<file path="src/rtl/ags_pkg.sv">
// ----------------------------------------------------------------------------
// ags_pkg: shared types, constants and helpers of the affine gap scorer
// Score arithmetic is 16-bit wrapping; positions are carried at their widest.
// ----------------------------------------------------------------------------
package ags_pkg;

  localparam int QUERY_MAX_DEF   = 512;
  localparam int TARGET_MAX_DEF  = 1024;
  localparam int SYMBOL_BITS_DEF = 8;

  localparam int SCORE_W = 16;
  localparam int QPOS_W  = 12;
  localparam int TPOS_W  = 16;
  localparam int COUNT_W = 20;
  localparam int SYM_W   = 8;

  typedef logic signed [SCORE_W-1:0] score_t;

  localparam score_t NEG_FLOOR = -16'sd30000;
  localparam logic [COUNT_W-1:0] COUNT_MAX = '1;

  typedef enum logic [2:0] {
    CFG_MATCH       = 3'd0,
    CFG_MISMATCH    = 3'd1,
    CFG_GAP_OPEN    = 3'd2,
    CFG_GAP_EXTEND  = 3'd3,
    CFG_START_CLIP  = 3'd4,
    CFG_END_CLIP    = 3'd5,
    CFG_PREFER_LAST = 3'd6
  } cfg_idx_e;

  typedef struct packed {
    logic [6:0]        match_score;
    logic signed [7:0] mismatch_score;
    logic signed [7:0] gap_open;
    logic signed [7:0] gap_extend;
    logic              start_clip;
    logic              end_clip;
    logic              prefer_last;
  } cfg_t;

  typedef struct packed {
    score_t              score;
    logic [QPOS_W-1:0]   qpos;
    logic [TPOS_W-1:0]   tpos;
    logic [COUNT_W-1:0]  count;
  } best_t;

  localparam best_t BEST_EMPTY = '{score: NEG_FLOOR, qpos: '0, tpos: '0, count: '0};

  typedef struct packed {
    logic              en;
    logic [QPOS_W-1:0] idx;
    logic [SYM_W-1:0]  sym;
  } qwrite_t;

  // one target column travelling down the row of cells
  typedef struct packed {
    logic              valid;
    logic              last;
    logic              en;
    logic              first;
    logic [TPOS_W-1:0] tpos;
    logic [SYM_W-1:0]  sym;
    score_t            m;
    score_t            f;
    score_t            diag;
    score_t            bnd;
    best_t             best;
  } wave_t;

  function automatic score_t smax(score_t a, score_t b);
    return ($signed(a) > $signed(b)) ? a : b;
  endfunction

  // combine two best summaries; order of arrival does not matter
  function automatic best_t best_merge(best_t a, best_t b, logic prefer_last);
    best_t            r;
    logic             b_better;
    logic [COUNT_W:0] sum;
    r = a;
    sum = '0;
    b_better = 1'b0;
    if (b.count == '0) begin
      r = a;
    end else if (a.count == '0) begin
      r = b;
    end else if ($signed(b.score) > $signed(a.score)) begin
      r = b;
    end else if ($signed(a.score) > $signed(b.score)) begin
      r = a;
    end else begin
      if (prefer_last) begin
        b_better = {b.qpos, b.tpos} > {a.qpos, a.tpos};
      end else begin
        b_better = {b.qpos, b.tpos} < {a.qpos, a.tpos};
      end
      r = b_better ? b : a;
      sum = {1'b0, a.count} + {1'b0, b.count};
      r.count = sum[COUNT_W] ? COUNT_MAX : sum[COUNT_W-1:0];
    end
    return r;
  endfunction

endpackage

</file>
<file path="src/rtl/ags_cell.sv">
// ----------------------------------------------------------------------------
// ags_cell: one query row of the scoring array
// Holds its query symbol, H and E of the previous column; passes M, F,
// the diagonal and the running best of the column on to the next row.
// ----------------------------------------------------------------------------
module ags_cell #(
  parameter int Idx        = 0,
  parameter int SymbolBits = 8
) (
  input  logic                      clk,
  input  logic                      rst,
  input  ags_pkg::cfg_t             regs,
  input  ags_pkg::qwrite_t          qwr,
  input  logic [ags_pkg::QPOS_W:0]  qlen,
  input  logic                      kill,
  input  ags_pkg::wave_t            wave_in,
  output ags_pkg::wave_t            wave_out
);
  import ags_pkg::*;

  logic [SymbolBits-1:0] qsym;
  score_t h_reg;
  score_t e_reg;
  wave_t  wave_next;

  score_t ext, oe, f_cur, e_cur, left, s, m0, m, h;
  logic   active, last_row, upd, considered;
  best_t  cand;

  always_comb begin
    ext = score_t'(regs.gap_extend);
    oe = score_t'(regs.gap_open) + ext;
    active = (QPOS_W+1)'(Idx) < qlen;
    last_row = (QPOS_W+1)'(Idx + 1) == qlen;
    upd = wave_in.valid && wave_in.en && active;
    f_cur = smax(wave_in.f + ext, wave_in.m + oe);
    if (wave_in.first) begin
      e_cur = regs.start_clip ? oe : NEG_FLOOR;
      left = regs.start_clip ? '0 : wave_in.bnd;
    end else begin
      e_cur = e_reg;
      left = h_reg;
    end
    s = (qsym == wave_in.sym[SymbolBits-1:0]) ? score_t'({1'b0, regs.match_score})
                                              : score_t'(regs.mismatch_score);
    m0 = wave_in.diag + s;
    m = (regs.start_clip && m0[SCORE_W-1]) ? '0 : m0;
    h = smax(smax(e_cur, f_cur), m);
    considered = upd && (regs.end_clip || last_row) && ($signed(h) >= $signed(NEG_FLOOR));
    cand = '{score: h, qpos: QPOS_W'(Idx), tpos: wave_in.tpos, count: COUNT_W'(1)};

    wave_next = wave_in;
    wave_next.valid = wave_in.valid && !kill;
    wave_next.bnd = wave_in.bnd + ext;
    if (upd) begin
      wave_next.m = m;
      wave_next.f = f_cur;
      wave_next.diag = left;
    end
    if (considered) begin
      wave_next.best = best_merge(wave_in.best, cand, regs.prefer_last);
    end
  end

  always_ff @(posedge clk) begin
    if (rst) begin
      wave_out.valid <= 1'b0;
    end else begin
      wave_out.valid <= wave_next.valid;
    end
    wave_out.last  <= wave_next.last;
    wave_out.en    <= wave_next.en;
    wave_out.first <= wave_next.first;
    wave_out.tpos  <= wave_next.tpos;
    wave_out.sym   <= wave_next.sym;
    wave_out.m     <= wave_next.m;
    wave_out.f     <= wave_next.f;
    wave_out.diag  <= wave_next.diag;
    wave_out.bnd   <= wave_next.bnd;
    wave_out.best  <= wave_next.best;
  end

  always_ff @(posedge clk) begin
    if (upd) begin
      h_reg <= h;
      e_reg <= smax(e_cur + ext, m + oe);
    end
    if (qwr.en && qwr.idx == QPOS_W'(Idx)) begin
      qsym <= qwr.sym[SymbolBits-1:0];
    end
  end

endmodule

</file>
<file path="config.mk">
export PLATFORM = sky130hd
export DESIGN_NAME = ags_cell
export DESIGN_NICKNAME = d
export VERILOG_FILES = /design/src/rtl/ags_pkg.sv /design/src/rtl/ags_cell.sv
export SDC_FILE = /design/constraint.sdc
export NUM_CORES = 1
export LEC_CHECK = 0
export ABC_AREA = 1
export BUFFER_PORTS_ARGS = -buffer_cell sky130_fd_sc_hd__buf_4
export CAP_MARGIN = 25
export CORE_ASPECT_RATIO = 0.9
export CORE_UTILIZATION = 37
export DETAILED_ROUTE_END_ITERATION = 8
export HOLD_SLACK_MARGIN = 0.15
export MAX_ROUTING_LAYER = met4
export PLACE_DENSITY = 0.62
export SYNTH_ARGS = -nofsm -noshare
export SYNTH_HDL_FRONTEND = slang
export SYNTH_SLANG_ARGS = --single-unit
</file>
<file path="constraint.sdc">
create_clock -name clk -period 14 [get_ports clk]
set_clock_uncertainty 0.05 [all_clocks]
set_input_delay 2.1 -clock clk [delete_from_list [all_inputs] [get_ports clk]]
set_output_delay 2.1 -clock clk [all_outputs]
set_load 0.01 [all_outputs]
</file>
==> impl_results.md <==
- Result of the run: complete, no violations
- Die Area: 0.0421 mm2
- First-pass GRT wire length: 83,900 um
- CP endpoint kind: register
- Crit share post-route: 92.8%
- Clk sink count: 196
- Setup repair bufs after CTS: 0
- Die W: 216 um
- Setup_tns: 0 ps
- Final Hold Viols: 0
- Worst Max-Slew Pin Slew: 854 ps
- Standard-cell rows: 70
- Reg clk slew, reported paths: 80 ps
- Crit Path Class: in -> reg
- Unrepaired setup endpoints after global routing: no
- WP data required: 14,370 ps
- Setup violations, final: 0
- Root buffer selected by CTS: clkbuf_16
- Critical path arrival: 13,370 ps
- Kind of start point of the critical path: input pin
- Syn nets: 2,612
- Post-Layout Cell Count: 3,121
- Area of the multi-input gates: 0.00958 mm2
- Fin nets: 2,988
- Cell Pwr Density: 205 mW/mm2
- Cells after Synth: 2,191
- CP peak stage delay: 530 ps
- EDFF count, synth: 40
- Relative slew slack: 43.0%
- First drt pass iteration count: 6
- Top FF cell, synth: dfxtp_1
- Routability cong.: 0.947
- Post-synthesis cell area: 0.0153 mm2
- Vias: 15,700
- Fraction of layout cells with a size suffix above 1: 18.8%
- Final ANT Viol Nets: 0
- Detailed Place HPWL: 47,200 um
- Starting density of the core: 37.6%
- Cell mode on critical path: nand2_1
- WL per Instance: 17.9 um
- Sequential fraction of the synthesis area: 28.3%
- Clk_lat worst skew: 470 ps
- Synthesized area per cell: 6.97 um2
- Max-slew violations: 0
- Core Footprint: 0.0406 mm2
- Ys async rst share: 0%
- First DRT Iteration DRCs: 1,178
- Crit Path Max Fanout: 30
- Pwr Total: 0.00396 W
- Post-Place Cells: 3,088
- Peak supply drop: 119 uV
- GRT Overall Usage: 26.9%
- Ys Warns: 0
- Fillers: 4,146
- Routed vias/inst: 5.03
- CTS tree: yes
- # DRC: 0
- Commonest cells after routing, fill and taps aside: nand2_1 (616), buf_4 (400), inv_1 (292)
- Port Buffers: 382
- PnR worst setup slack: 1000 ps
- Largest register FFs: 156
- Tmin final: 13,000 ps
- Top-level port count: 383
- F_max: 77.0 MHz
- Hold Crit Class: reg -> reg
- Commonest non-fill, non-tap cell in the layout: nand2_1
- Leak: 10.3 nW
- Hold buffers post-CTS: 0
- Initial antenna violation count: 1
- H-tree Lvls: 4
- Vias in the first global route: 14,800
- GRT Residual Overflow: 0
- CP max-delay cell: a2111oi_0
- #FFs+latches synth: 196
- Synth unique cells: 53
- Routed Wire Length: 56,000 um
- Pre-CTS WS: 455 ps
- Syn-to-layout area delta: 26.9%
- Die Height: 195 um
- Pin count of the biggest net entering global routing: 65
- Reg area: 0.00432 mm2
- CTS buffer count: 17
- Max Cap Viol: 0
- Deepest clock path buffer count: 2
-- layer usage --
metal / track usage (%) / wire length, um
met1: 36.6 / 26500
met2: 40.4 / 24400
met3: 5.41 / 3990
met4: 6.76 / 1050
met5: - / 0
-- cell usage after synthesis (4+ instances only) --
cell / count / area share (%)
a211oi_1: 8 / 0.39
a21oi_1: 102 / 3.3
a31oi_1: 20 / 0.82
and2_1: 5 / 0.20
and3_1: 4 / 0.16
buf_2: 10 / 0.33
buf_4: 5 / 0.25
buf_6: 5 / 0.37
clkbuf_1: 24 / 0.59
dfxtp_1: 156 / 20
edfxtp_1: 40 / 7.9
fa_1: 7 / 0.92
ha_1: 187 / 15
inv_1: 293 / 7.2
inv_2: 10 / 0.25
nand2_1: 616 / 15
nand2_2: 12 / 0.49
nand3_1: 185 / 6.1
nand3_2: 9 / 0.59
nand3b_1: 8 / 0.39
nand4_1: 40 / 1.6
nor2_1: 128 / 3.1
nor3_1: 20 / 0.66
nor4_1: 17 / 0.70
o21ai_0: 114 / 3.7
o21ai_1: 8 / 0.26
o21ai_2: 4 / 0.23
o21bai_1: 11 / 0.54
o22ai_1: 6 / 0.25
xnor2_1: 20 / 1.1
xor2_1: 82 / 4.7
-- worst max-delay path, delay by kind of cell --
kind | cells | cell delay, ps
buf+inv | 11 | 2080
fa+ha+maj | 5 | 1680
simple gates | 38 | 4630
compound gates | 11 | 2800
-- cell type report --
type	instances	area share [%]
flip-flops and latches	196	22.3
diodes	1	0.0129
inverters	306	5.95
well taps	540	3.49
clock buffers	19	2.40
multi-input cells	1645	49.4
repair buffers	401	15.6
clock inverters	13	0.794
-- power by group --
part	leakage, nW	internal (W)	switching, W
Sequential	1.69	0.000796	0.0000546
Clock	0.303	0.000256	0.000259
Combinational	8.31	0.000915	0.00168
-- kinds of logic (layout without fill, tap and decap cells) --
logic type / count (synthesis) / in the layout / share of synthesized area, %
AOI/OAI and AO/OA: 290 / 290 / 10.6
xor gates and xnor gates: 102 / 102 / 5.85
adders and majority gates: 194 / 194 / 16.2
buffers and inverters: 350 / 739 / 9.05
DFF: 196 / 196 / 28.3
other: 0 / 1 / 0
and+or+nand+nor: 1059 / 1059 / 30.0
-- per-stage QoR --
step           instance area (um2)  utilization [%]  hold slack [ps]
2_1_floorplan                15300                -              461
3_3_place_gp                 18700             46.1              494
3_5_place_dp                 18700             46.1              494
4_1_cts                      19400             47.6              506
5_1_grt                      19400             47.7              541
6_report                     19400             47.7              504
-- timing repair --
action	in CTS	in global routing
resized for setup	0	7
endpoints found under the hold margin	0	0
endpoints found under the setup margin	0	64
-- worst paths after layout --
path                             from                   end  slack [ps]  depth (start not counted)
hold / removal    h_reg[12]$_DFFE_PP_  wave_out[92]$_DFF_P_         500                          2
setup reg to reg    qsym[0]$_DFFE_PP_   e_reg[11]$_DFFE_PP_        4410                         48
hold reg to reg   h_reg[12]$_DFFE_PP_  wave_out[92]$_DFF_P_         500                          2
setup / recovery             regs[10]  wave_out[48]$_DFF_P_        1000                         65
Power figures use the tool's default switching activity.
